File: config.mk
export PLATFORM = sky130hd
export DESIGN_NAME = led_mode_blink_controller
export DESIGN_NICKNAME = d
export VERILOG_FILES = /design/src/rtl/lmbc_pkg.sv /design/src/rtl/led_mode_blink_controller.sv /design/src/rtl/lmbc_cfg.sv /design/src/rtl/lmbc_core.sv
export VERILOG_INCLUDE_DIRS = /design/src /design/src/rtl
export SDC_FILE = /design/constraint.sdc
export NUM_CORES = 1
export LEC_CHECK = 0
export ABC_AREA = 1
export BUFFER_PORTS_ARGS = -buffer_cell sky130_fd_sc_hd__buf_2
export CAP_MARGIN = 40
export CELL_PAD_IN_SITES_DETAIL_PLACEMENT = 0
export CELL_PAD_IN_SITES_GLOBAL_PLACEMENT = 1
export CORE_MARGIN = 2
export CORE_UTILIZATION = 45
export CTS_CLUSTER_DIAMETER = 40
export DETAILED_ROUTE_END_ITERATION = 7
export PLACE_DENSITY = 0.9
export SETUP_SLACK_MARGIN = 0.5
export SYNTH_ARGS = -nofsm -noshare
export SYNTH_HDL_FRONTEND = slang
export SYNTH_HIERARCHICAL = 1
export SYNTH_SLANG_ARGS = --single-unit
File: constraint.sdc
create_clock -name clk -period 5.3 [get_ports clk]
set_clock_uncertainty 0.2 [all_clocks]
set_input_delay 0.795 -clock clk [delete_from_list [all_inputs] [get_ports clk]]
set_output_delay 0.795 -clock clk [all_outputs]
set_load 0.1 [all_outputs]
File: src/rtl/assert_macros.svh
// ----------------------------------------------------------------------------
// assert_macros.svh
// Assertion macros used by the LED mode controller RTL.
// ----------------------------------------------------------------------------
`ifndef ASSERT_MACROS_SVH
`define ASSERT_MACROS_SVH

`ifndef SYNTHESIS
`define ASSERT_IMPLIES(label, clk, rst, ante, cons, msg) \
  label: assert property (@(posedge clk) disable iff (rst) (ante) |-> (cons)) \
    else $error(msg);
`define ASSERT_NEXT(label, clk, rst, ante, cons, msg) \
  label: assert property (@(posedge clk) disable iff (rst) (ante) |=> (cons)) \
    else $error(msg);
`else
`define ASSERT_IMPLIES(label, clk, rst, ante, cons, msg)
`define ASSERT_NEXT(label, clk, rst, ante, cons, msg)
`endif

`endif

File: src/rtl/lmbc_pkg.sv
// ----------------------------------------------------------------------------
// lmbc_pkg
// Types, register indexes and mode codes of the LED mode controller.
// ----------------------------------------------------------------------------
package lmbc_pkg;

  localparam int TimeW   = 32;
  localparam int CfgIdxW = 2;
  localparam int CfgDataW = 32;

  localparam logic [CfgIdxW-1:0] REG_BLINK_INTERVAL  = 2'd0;
  localparam logic [CfgIdxW-1:0] REG_DEBOUNCE        = 2'd1;
  localparam logic [CfgIdxW-1:0] REG_LIT_HIGH        = 2'd2;

  localparam logic [TimeW-1:0] BlinkIntervalReset = TimeW'(500);
  localparam logic [TimeW-1:0] DebounceReset      = TimeW'(50);

  typedef enum logic [1:0] {
    MODE_BLINK = 2'd0,
    MODE_ON    = 2'd1,
    MODE_OFF   = 2'd2
  } mode_t;

  typedef struct packed {
    logic [TimeW-1:0] now_ms;
    logic             button_edge;
    logic             button_level;
  } item_t;

  typedef struct packed {
    logic       led_level;
    logic [1:0] current_mode;
    logic       button_armed;
  } result_t;

  typedef struct packed {
    logic [TimeW-1:0] blink_period;
    logic [TimeW-1:0] quiet_time;
    logic             lit_high;
  } cfg_t;

  function automatic mode_t next_mode(mode_t m);
    mode_t n;
    case (m)
      MODE_BLINK: n = MODE_ON;
      MODE_ON:    n = MODE_OFF;
      default:    n = MODE_BLINK;
    endcase
    return n;
  endfunction

endpackage

File: src/rtl/led_mode_blink_controller.sv
// ----------------------------------------------------------------------------
// led_mode_blink_controller
// Button-driven LED mode cycler with debounce and blink timer.
//
//   port group   direction   handshake              payload
//   item         in          item_valid/item_stall  now_ms, button_edge, button_level
//   result       out         result_valid/result_stall led_level, current_mode, button_armed
//   cfg          in          cfg_we                 cfg_index, cfg_data
//
// One word per clock sustained while the result is not stalled; a word is
// captured in the input register, passed through the update logic, and its
// result is loaded into the result register. Reset is synchronous and clears
// the mode and timer state and loads the default configuration. A stalled
// result holds; the input register keeps taking words while it can drain.
// ----------------------------------------------------------------------------
`include "assert_macros.svh"

module led_mode_blink_controller (
  input  logic                          clk,
  input  logic                          rst,
  input  logic                          item_valid,
  output logic                          item_stall,
  input  lmbc_pkg::item_t               item,
  output logic                          result_valid,
  input  logic                          result_stall,
  output lmbc_pkg::result_t             result,
  input  logic                          cfg_we,
  input  logic [lmbc_pkg::CfgIdxW-1:0]  cfg_index,
  input  logic [lmbc_pkg::CfgDataW-1:0] cfg_data
);

  lmbc_pkg::cfg_t    cfg;
  lmbc_pkg::item_t   item_r;
  lmbc_pkg::result_t result_next;
  logic              in_full;
  logic              advance;

  assign advance    = in_full && (!result_valid || !result_stall);
  assign item_stall = in_full && result_valid && result_stall;

  lmbc_cfg u_cfg (
    .clk       (clk),
    .rst       (rst),
    .cfg_we    (cfg_we),
    .cfg_index (cfg_index),
    .cfg_data  (cfg_data),
    .cfg       (cfg)
  );

  lmbc_core u_core (
    .clk    (clk),
    .rst    (rst),
    .fire   (advance),
    .item   (item_r),
    .cfg    (cfg),
    .result (result_next)
  );

  always_ff @(posedge clk) begin
    if (rst) begin
      in_full <= 1'b0;
    end else if (item_valid && !item_stall) begin
      in_full <= 1'b1;
    end else if (advance) begin
      in_full <= 1'b0;
    end
  end

  always_ff @(posedge clk) begin
    if (item_valid && !item_stall) begin
      item_r <= item;
    end
  end

  always_ff @(posedge clk) begin
    if (rst) begin
      result_valid <= 1'b0;
    end else if (advance) begin
      result_valid <= 1'b1;
    end else if (!result_stall) begin
      result_valid <= 1'b0;
    end
  end

  always_ff @(posedge clk) begin
    if (advance) begin
      result <= result_next;
    end
  end

  `ASSERT_IMPLIES(a_stall_from_output, clk, rst, item_stall,
                  result_valid && result_stall, "input stalled while result can drain")
  `ASSERT_NEXT(a_advance_fills_result, clk, rst, advance,
               result_valid, "processed word did not reach result register")
  `ASSERT_NEXT(a_full_until_advance, clk, rst, in_full && !advance,
               in_full, "input word dropped before processing")

endmodule

File: src/rtl/lmbc_cfg.sv
// ----------------------------------------------------------------------------
// lmbc_cfg
// Configuration registers: blink interval, debounce time, LED polarity.
// ----------------------------------------------------------------------------
module lmbc_cfg (
  input  logic                          clk,
  input  logic                          rst,
  input  logic                          cfg_we,
  input  logic [lmbc_pkg::CfgIdxW-1:0]  cfg_index,
  input  logic [lmbc_pkg::CfgDataW-1:0] cfg_data,
  output lmbc_pkg::cfg_t                cfg
);

  always_ff @(posedge clk) begin
    if (rst) begin
      cfg.blink_period <= lmbc_pkg::BlinkIntervalReset;
      cfg.quiet_time   <= lmbc_pkg::DebounceReset;
      cfg.lit_high     <= 1'b1;
    end else if (cfg_we) begin
      case (cfg_index)
        lmbc_pkg::REG_BLINK_INTERVAL: cfg.blink_period <= cfg_data[lmbc_pkg::TimeW-1:0];
        lmbc_pkg::REG_DEBOUNCE:       cfg.quiet_time   <= cfg_data[lmbc_pkg::TimeW-1:0];
        lmbc_pkg::REG_LIT_HIGH:       cfg.lit_high     <= cfg_data[0];
        default: ;
      endcase
    end
  end

endmodule

File: src/rtl/lmbc_core.sv
// ----------------------------------------------------------------------------
// lmbc_core
// Mode, debounce and blink state with its single-pass update logic.
// ----------------------------------------------------------------------------
module lmbc_core (
  input  logic              clk,
  input  logic              rst,
  input  logic              fire,
  input  lmbc_pkg::item_t   item,
  input  lmbc_pkg::cfg_t    cfg,
  output lmbc_pkg::result_t result
);

  lmbc_pkg::mode_t              mode, mode_next;
  logic [lmbc_pkg::TimeW-1:0]   last_toggle_time, last_toggle_time_next;
  logic [lmbc_pkg::TimeW-1:0]   last_edge_time, last_edge_time_next;
  logic                         awaiting_release, awaiting_release_next;
  logic                         led_lit, led_lit_next;
  logic [lmbc_pkg::TimeW-1:0]   edge_gap;
  logic [lmbc_pkg::TimeW-1:0]   toggle_gap;

  always_comb begin
    mode_next             = mode;
    last_toggle_time_next = last_toggle_time;
    last_edge_time_next   = last_edge_time;
    awaiting_release_next = awaiting_release;
    led_lit_next          = led_lit;

    if (item.button_edge) begin
      last_edge_time_next = item.now_ms;
      if (!awaiting_release) begin
        awaiting_release_next = 1'b1;
        mode_next             = lmbc_pkg::next_mode(mode);
        last_toggle_time_next = item.now_ms;
      end
    end

    edge_gap = item.now_ms - last_edge_time_next;
    if (awaiting_release_next && item.button_level && (edge_gap >= cfg.quiet_time)) begin
      awaiting_release_next = 1'b0;
    end

    toggle_gap = item.now_ms - last_toggle_time_next;
    case (mode_next)
      lmbc_pkg::MODE_BLINK: begin
        if (toggle_gap >= cfg.blink_period) begin
          last_toggle_time_next = item.now_ms;
          led_lit_next          = !led_lit;
        end
      end
      lmbc_pkg::MODE_ON: led_lit_next = 1'b1;
      default:           led_lit_next = 1'b0;
    endcase
  end

  always_comb begin
    result.led_level    = (led_lit_next == cfg.lit_high);
    result.current_mode = mode_next;
    result.button_armed = !awaiting_release_next;
  end

  always_ff @(posedge clk) begin
    if (rst) begin
      mode             <= lmbc_pkg::MODE_BLINK;
      last_toggle_time <= '0;
      last_edge_time   <= '0;
      awaiting_release <= 1'b0;
      led_lit          <= 1'b0;
    end else if (fire) begin
      mode             <= mode_next;
      last_toggle_time <= last_toggle_time_next;
      last_edge_time   <= last_edge_time_next;
      awaiting_release <= awaiting_release_next;
      led_lit          <= led_lit_next;
    end
  end

endmodule
# Word-level counts from Yosys, hierarchy flattened
# Cells that the tools add are included.
# W data, S select, Z words.
# op_classes
n_addsub	2
n_mul	0
div_mod_pow	0
magnitude_cmp	2
n_eq_ne	6
shifts	0
muxes	16
n_bitwise	0
n_reduce_logical	19
# ops
op	n
$mux W32	5
$ge A32 B32 Y1	2
$sub A32 B32 Y32	2
$mux W1	7
$eq A2 B1 Y1 const B	3
$logic_and A1 B1 Y1	6
$logic_not A2 Y1	3
$reduce_and A2 Y1	3
$logic_not A1 Y1	5
$mux W2	2
$pmux W2 S2	1
$eq A2 B2 Y1 const B	1
$ne A2 B1 Y1 const B	1
$pmux W1 S2	1
$reduce_bool A2 Y1	1
$eq A1 B1 Y1	1
$logic_or A1 B1 Y1	1
# word_totals
reg_bits	173
latch_bits	0
mem_bits_rw	0
mem_bits_ro	0
in_bits	73
out_inout_bits	6
elab_cells	61
memories	0

# Depth between registers and ports, before layout
# Gate-level depths: netlist (run 1).
# logic_depth
depth_word	7
mapped_depth	31
mapped_depth_nobuf	30

# Modules after synthesis
# Netlist (run 1), hierarchy kept.
# by_module_without_submodules
mod	instances	cells_each	area_each_um2	seq_area_each_um2
lmbc_core	1	1409	8709.6	1361.3
lmbc_cfg	1	405	2753.9	1301.2
led_mode_blink_controller	1	50	1232.4	1181.1

# Worst setup path before layout (run 1)
# Ideal clock, no wire load.
# synth_path
path_type	reg-to-reg
startpoint	register item_r[1] (netlist name)
endpoint	register result[3] (netlist name), data pin
setup_time_ns	0.252
t_arrival_ns	3.576
t_required_ns	4.848
path_slack_ns	1.271
stages_incl_launch_ff	27
path_buffers	2
period_less_slack_ns	4.029
cell_sequence	edfxtp_1 > inv_2 > nor2_4 > buf_4 > clkbuf_1 > nand2_1 > o21ai_0 > fa_1 > nand3_1 > nand2_1 > a21boi_2 > o21ai_2 > a21oi_1 > o21ai_0 > xor2_1 > ha_1 > nand2_1 > nor2_1 > nand4_1 > nor3_1 > nand2_1 > nand2_4 > nand2_1 > nand3_1 > nand2_1 > nand2_1 > nand2_1
# synth_rtl
element	line	source
from (decl)	led_mode_blink_controller.sv:33	lmbc_pkg::item_t item_r;
from (signal assigned)	led_mode_blink_controller.sv:71	item_r <= item;
to (signal assigned)	led_mode_blink_controller.sv:87	result <= result_next;
to (decl)	led_mode_blink_controller.sv:26	output lmbc_pkg::result_t result,

# Worst setup path after layout (run 1)
# layout_path
startpoint	register item_r[1] (netlist name)
endpoint	register u_core/last_toggle_time[30] (netlist name)
# layout_via
elab_chain_cells	5
word_cells_on_any_way	7
cone_classes	1 x add/sub; 1 x order compare; 4 x mux; 1 x reduce/logical
# layout_lines
element	line	source
$mux W32	lmbc_core.sv:29	if (item.button_edge) begin
$sub A32 B32 Y32	lmbc_core.sv:43	toggle_gap = item.now_ms - last_toggle_time_next;
$ge A32 B32 Y1	lmbc_core.sv:46	if (toggle_gap >= cfg.blink_period) begin
$mux W32	lmbc_core.sv:46	
$mux W32 (*)	lmbc_core.sv:44	case (mode_next)
to (signal assigned)	lmbc_core.sv:71	last_toggle_time <= last_toggle_time_next;
to (decl)	lmbc_core.sv:15	logic [lmbc_pkg::TimeW-1:0] last_toggle_time, last_toggle_time_next;
# Every way passes the cells marked *; elsewhere a longest branch is shown, timed or not.
# A chain may end at the register's enable or synchronous reset.

==> metrics.md, run 1 <==
| Metric | Value |
|---|---|
| Fraction of final layout cells sized beyond drive strength 1 | 12.0% |
| Vias | 12422 |
| Antenna viol nets, final | 0 |
| GP Congestion | 0.955 |
| Drt first pass iters | 6 |
| Synthesized area | ~13000 sq um |
| Pre-CTS setup slack | roughly 390 ps |
| Yosys reg bits | roughly 170 |
| Setup TNS | 0 ps |
| Clk_lat worst skew | around 450 ps |
| Post-synthesis sequential area ratio | between 30% and 40% |
| Gr usage total | 26.6% |
| Worst Path Max Fanout | 14 |
| Row count | 61 |
| Combinational fraction of design power | roughly 45% |
| Peak VDD IR | 0.234 mV |
| N_diodes | 0 |
| Ys flop type | dfxtp_1 |
| CP Data Required Time | 5410 ps |
| Sw power | around 2.1 mW |
| Top cells by area, synth | dfxtp_1 21%, nand2_1 13%, ha_1 13% |
| Sequential share of power | between 30% and 40% |
| WL final | approximately 40 mm |
| Final number of hold-violating endpoints | 0 |
| Core area | about 28000 sq um |
| Largest net degree at the start of global routing | between 60 and 70 |
| Post-synthesis cell count | ~1900 |
| CP Launch Type | flop |
| CTS Buf Count | 17 |
| Detailed placement HPWL | ~29 mm |
| Post-DR wirelength/cell | 17.1 um |
| Root Buffer | clkbuf_16 |
| Die H | ~170 um |
| Vias in the first global route | roughly 11000 |
| Synth warn | 6 |
| Period utilization | between 80% and 90% |
| Worst path slowest cell | edfxtp_1 |
| H-tree depth reported by CTS | 4 |
| Post-synth cell types | 43 |
| Post-synth EDFFs | 38 |
| CTS tree | yes |
| RSZ-0062 raised after global routing | yes |
| Final Power | between 5 and 6 mW |
| Worst min path class | flop to flop |
| Die width | 172 um |
| Max cap viols | 0 |
| Status | finished clean |
| P_int | 2.94 mW |
| Largest stage delay, worst path | about 440 ps |
| Slew @ Worst Pin | slightly below 1000 ps |
| Largest area contributor in the netlist | dfxtp_1 |
| Critical path class | flop to flop |
| LEAKAGE | roughly 7.0 nW |
| Syn avg cell area | 6.81 sq um |
| Clock share of power | about 25% |
| Slew headroom | 35.3% |
| DRT iter0 DRCs | around 1100 |
| Final setup violation count | 0 |
| Worst Path Arrival | approximately 4800 ps |
| Overflow after GRT | 0 |
| DRC viols | 0 |
| PD cells | between 300 and 400 nW/um^2 |
| First-pass GRT wire length | ~60 mm |
| Synth top area share | 21.3% |
| Async SR Flop Fraction | 0% |
| CTS Buffer Depth | 2 |
| Synthesis-to-layout area growth | 15.0% |
| Crit. End Element | flop |
| Initial antenna violation count | 0 |
| Fin worst setup slack | ~650 ps |
| Slew Limit Fails | 0 |
| Initial Utilization | a little under half |
| Die ar. | 29600 sq um |
| Clock sink count | approximately 170 |
| Nets@finish | around 2100 |
| Syn_nets | just over 2000 |
| Max Fclk | 215 MHz |
| Post-layout util | a little over half |
| CTS clk-pin slew, worst paths | 80 ps |
| Min Tclk post-route | approximately 4700 ps |
| Routed vias/inst | roughly 5.3 |
| Net Sw Frac | between 40% and 50% |
| Port-buffer cells | roughly 80 |
| Hold_buf cts | 0 |
| Io pins | slightly below 80 |
| Fillcell total | 2810 |
-- state kept, by name, summed over array words and instances (netlist names) --
signal	cells
item_r	34
u_core/mode	2
u_core/last_toggle_time	32
u_core/awaiting_release	1
in_full	1
u_cfg/cfg	65
u_core/led_lit	1
result	4
u_core/last_edge_time	32
result_valid	1
-- cell usage in the layout, fill, tap and decap left out, types with 33 or more instances in the layout --
cell | Yosys | final
a21oi_1 | 176 | 155
buf_2 | 20 | 78
dfxtp_1 | 135 | 135
edfxtp_1 | 38 | 38
ha_1 | 127 | 122
inv_1 | 284 | 283
nand2_1 | 434 | 427
nand3_1 | 138 | 131
nor2_1 | 161 | 158
o211ai_1 | 33 | 33
o21ai_0 | 116 | 89
xor2_1 | 43 | 39
-- repair_timing --
item / CTS / global route
cloned: 2 / 3
endpoints found under the setup margin: 35 / 36
pin swaps: 5 / 22
resized for setup: 7 / 100
setup buffers: 8 / 17
-- layout make-up --
type	instances	area [sq um]	area share [%]
multi-input cells	1335	7810	53.5
repair buffers	118	821	5.62
clock inverters	13	133	0.909
clock buffers	19	443	3.03
inverters	287	1080	7.38
flip-flops and latches	173	3840	26.3
well taps	378	473	3.24
-- synth_stat cells (3+ instances only) --
master and instances:
o21bai_1 4, clkbuf_1 34, a21o_1 7, a21oi_1 176, o211ai_1 33, nand2_1 434
nand3_1 138, buf_1 5, o21ai_2 3, a31oi_1 3, ha_1 127, nor3_1 14
nand3b_1 4, edfxtp_1 38, buf_4 4, nand4_1 16, nor4_1 5, inv_2 3
xor2_1 43, nor2_1 161, buf_6 8, o21ai_0 116, o21a_1 5, dfxtp_1 135
a21oi_2 4, buf_2 20, o21ai_1 3, inv_1 284, xnor2_1 17
-- worst paths after layout --
path	slack (ps)	endpoint	cells past startpoint	startpoint
min reg2reg	260	u_cfg/cfg[37]	2	u_cfg/cfg[37]
max reg2reg	650	u_core/last_toggle_time[30]	26	item_r[1]
max	650	u_core/last_toggle_time[30]	26	item_r[1]
min	260	u_cfg/cfg[37]	2	u_cfg/cfg[37]
-- worst max-delay path, delay by kind of cell (launching register included) --
family                   cells  cell delay (ps)
AO/OA/AOI/OAI                5              900
adder cells (fa/ha/maj)      2              650
XOR/XNOR                     1              170
flip-flops                   1              440
AND/OR/NAND/NOR             10             1160
buffers and inverters        8              980
-- metrics by stage --
stage | cells | hold WS, ps | instance area [sq um]
2_1_floorplan | 1864 | 229 | 12700
3_3_place_gp | 2261 | 243 | 13300
3_5_place_dp | 2261 | 243 | 13300
4_1_cts | 2303 | 262 | 14000
5_1_grt | 2323 | 278 | 14600
6_report | 2323 | 258 | 14600
-- power by group through the flow --
| stage | Combinational [mW] | Sequential, mW | Clock (mW) |
|---|---|---|---|
| 2_1_floorplan | 1.34 | 1.53 | 0 |
| 3_3_place_gp | 1.85 | 1.53 | 0 |
| 3_5_place_dp | 1.88 | 1.53 | 0 |
| 4_1_cts | 1.94 | 1.50 | 1.29 |
| 5_1_grt | 2.46 | 1.51 | 1.35 |
| 6_report | 2.23 | 1.50 | 1.27 |
-- layer usage --
layer / routed length (um) / share of wire (%) / GRT usage (%)
met5: 0 / 0 / 0
met4: 986 / 2.5 / 7.60
met3: 2290 / 5.8 / 3.48
met2: 19000 / 48 / 46.2
met1: 17500 / 44 / 34.6
-- kinds of logic after synthesis --
family | count (synthesis) | synth area share, %
compound gates | 363 | 15.8
xor+xnor | 60 | 4.14
fa+ha+maj | 129 | 12.8
buf+inv | 358 | 11.4
flops | 173 | 30.3
simple gates | 781 | 25.6
Power figures use the tool's default switching activity.
==> inputs of run 2 (changes only) <==
==> constraint.sdc (replaced) <==
create_clock -name clk -period 5.3 [get_ports clk]
set_clock_uncertainty 0.2 [all_clocks]
set_input_delay 0.265 -clock clk [delete_from_list [all_inputs] [get_ports clk]]
set_output_delay 0.265 -clock clk [all_outputs]
set_load 0.1 [all_outputs]
==> metrics.md, run 2 (synthesis results as in run 1) <==
| Metric | Value |
|---|---|
| Critical path class | flop to flop |
| First-pass GRT wire length | 60.2 mm (about the same) |
| Final Power | 4.93 mW (-1.5%) |
| PD cells | 326 nW/um^2 (-5.1%) |
| Initial Utilization | 45.7% (unchanged) |
| Largest stage delay, worst path | 410 ps (-30 ps) |
| Max Fclk | 215 MHz (+0.26%) |
| Vias | 12430 (+0.064%) |
| Min Tclk post-route | 4640 ps (-12.0 ps) |
| RSZ-0062 raised after global routing | yes |
| Clock sink count | 173 (unchanged) |
| Routed vias/inst | 5.21 (-2.7%) |
| Overflow after GRT | 0 (unchanged) |
| Worst Path Max Fanout | 25 (+11) |
| Setup TNS | 0 ps (unchanged) |
| Crit. End Element | flop |
| Io pins | 79 (unchanged) |
| Most frequent cells in the layout | 430 x nand2_1, 282 x inv_1, 162 x a21oi_1 |
| Peak VDD IR | 0.201 mV (-14%) |
| Area of the multi-input gates | 7740 sq um (-0.87%) |
| Slew @ Worst Pin | 996 ps (+25.9 ps) |
| Nets@finish | 2199 (+3.0%) |
| Period utilization | 87.6% (-0.23 points) |
| Antenna viol nets, final | 0 (unchanged) |
| WL final | 39.4 mm (-1.1%) |
| Most common cell after layout, fill and taps aside | nand2_1 |
| Vias in the first global route | 11582 (+3.2%) |
| Max cap viols | 0 (unchanged) |
| Worst Path Arrival | 4640 ps (-130 ps) |
| Status | finished clean |
| CP top delay family | simple AND/OR/NAND/NOR gates |
| Detailed placement HPWL | 28.3 mm (-1.1%) |
| Register area | 3840 sq um (unchanged) |
| Flip-flop count of the largest register after layout | 65 (unchanged) |
| GP Congestion | 0.938 (-1.8%) |
| Fillcell total | 2786 (-0.85%) |
| Final setup violation count | 0 (unchanged) |
| CP Launch Type | flop |
| Row count | 61 (unchanged) |
| Root Buffer | clkbuf_16 |
| Port-buffer cells | 78 (unchanged) |
| Gr usage total | 26.6% (about the same) |
| Worst path bufs/invs | 3 (-5) |
| Worst min path class | input port to flop |
| CTS tree | yes |
| Synthesis-to-layout area growth | 19.3% |
| Fraction of final layout cells sized beyond drive strength 1 | 10.5% (-1.5 points) |
| Post-DR wirelength/cell | 16.5 um (-3.8%) |
| Largest Register | u_cfg/cfg |
| CP Data Required Time | 5300 ps (-110 ps) |
| N_diodes | 0 (unchanged) |
| Clk_lat worst skew | 450 ps (about the same) |
| Cell chain of the critical path | inv_2, nor2_4, buf_12, buf_12, o21ai_0, ha_1, nand2_1, o21ai_0, a21oi_1, nand3_4, a21oi_4, xor2_2, ha_1, a21oi_1, nor2_1, nor2_1, nand3_1, a21oi_4, nand2_8, nand2_1, nand3_2, nand3b_1, nand2_1 |
| Slew Limit Fails | 0 (unchanged) |
| Die width | 172 um (unchanged) |
| CTS Buffer Depth | 2 (unchanged) |
| Initial antenna violation count | 0 (unchanged) |
| Die ar. | 29600 sq um (unchanged) |
| Largest net degree at the start of global routing | 66 (unchanged) |
| Drt first pass iters | 7 (+1) |
| Die H | 172 um (unchanged) |
| Final number of hold-violating endpoints | 0 (unchanged) |
| Most used cell, CP | nand2_1 |
| CTS Buf Count | 17 (unchanged) |
| Slew headroom | 33.6% (-1.6 points) |
| H-tree depth reported by CTS | 4 (unchanged) |
| CTS clk-pin slew, worst paths | 80 ps (about the same) |
| Worst path slowest cell | edfxtp_1 |
| Largest regs | u_cfg/cfg (65), item_r (34) |
| DRC viols | 0 (unchanged) |
| DRT iter0 DRCs | 892 (-18%) |
| LEAKAGE | 7.23 nW (+3.6%) |
| Core area | 27800 sq um (unchanged) |
run 2: changes by cell type in the layout (fill, tap and decap cells not counted), sizes merged:
| cell | delta |
|---|---|
| clkinvlp | +1 |
| clkinv | -4 |
| buf | -4 |
| inv | +2 |
| dlygate4sd3 | +70 |
run 2: layout make-up:
type,instances,area share [%]
inverters,287,7.11
clock inverters,12,0.834
repair buffers,183,9.52
well taps,378,3.12
clock buffers,20,2.95
multi-input cells,1335,51.1
flip-flops and latches,173,25.4
run 2: worst reg2reg max path: stages (launching register included):
cell      delay, ps
edfxtp_1        410
inv_2           100
nor2_4           50
buf_12          150
buf_12          160
o21ai_0         280
ha_1            330
nand2_1         230
o21ai_0         140
a21oi_1         240
nand3_4         150
a21oi_4         190
xor2_2          220
ha_1            280
a21oi_1         160
nor2_1           60
nor2_1          110
nand3_1         140
a21oi_4         250
nand2_8         160
nand2_1         110
nand3_2         100
nand3b_1        140
nand2_1          50
run 2: power breakdown:
part	internal, mW	switching (mW)	total [mW]
logic	0.797	1.37	2.17
clock network	0.673	0.588	1.26
registers	1.44	0.0601	1.50
total	2.91	2.02	4.93
run 2: metrics by stage:
step	instances	instance area [sq um]	setup slack, ps	util, %	hold slack (ps)
4_1_cts	2369	14700	478	52.9	8.65
6_report	2388	15100	657	54.5	34.5
3_3_place_gp	2261	13300	445	47.9	242
2_1_floorplan	1864	12700	1270	-	127
3_5_place_dp	2261	13300	424	47.9	243
5_1_grt	2388	15100	450	54.5	61.2
run 2: metal layers:
metal | part of all wire, % | GRT usage (%) | vias up | wire, um
met5 | 0 | 0 | - | 0
met4 | 3.7 | 12.1 | 0 | 1440
met3 | 4.1 | 3.48 | 77 | 1630
met2 | 47 | 46.0 | 297 | 18500
met1 | 45 | 33.2 | 5732 | 17800
li1 | - | - | 6324 | -
run 2: worst paths after layout:
path                            cells past startpoint             to  slack [ps]     startpoint
worst max-delay path                               23      result[3]         660      item_r[1]
worst max register to register                     23      result[3]         660      item_r[1]
worst min-delay path                                4   u_cfg/cfg[0]          30   cfg_index[0]
worst min register to register                      2  u_cfg/cfg[37]         260  u_cfg/cfg[37]
run 2: repair_timing:
action	CTS	global route
resized for setup	7	86
hold buffers	70	0
endpoints found under the setup margin	34	36
cloned	2	2
setup buffers	4	17
pin swaps	3	26
hold endpoints to repair	100	0
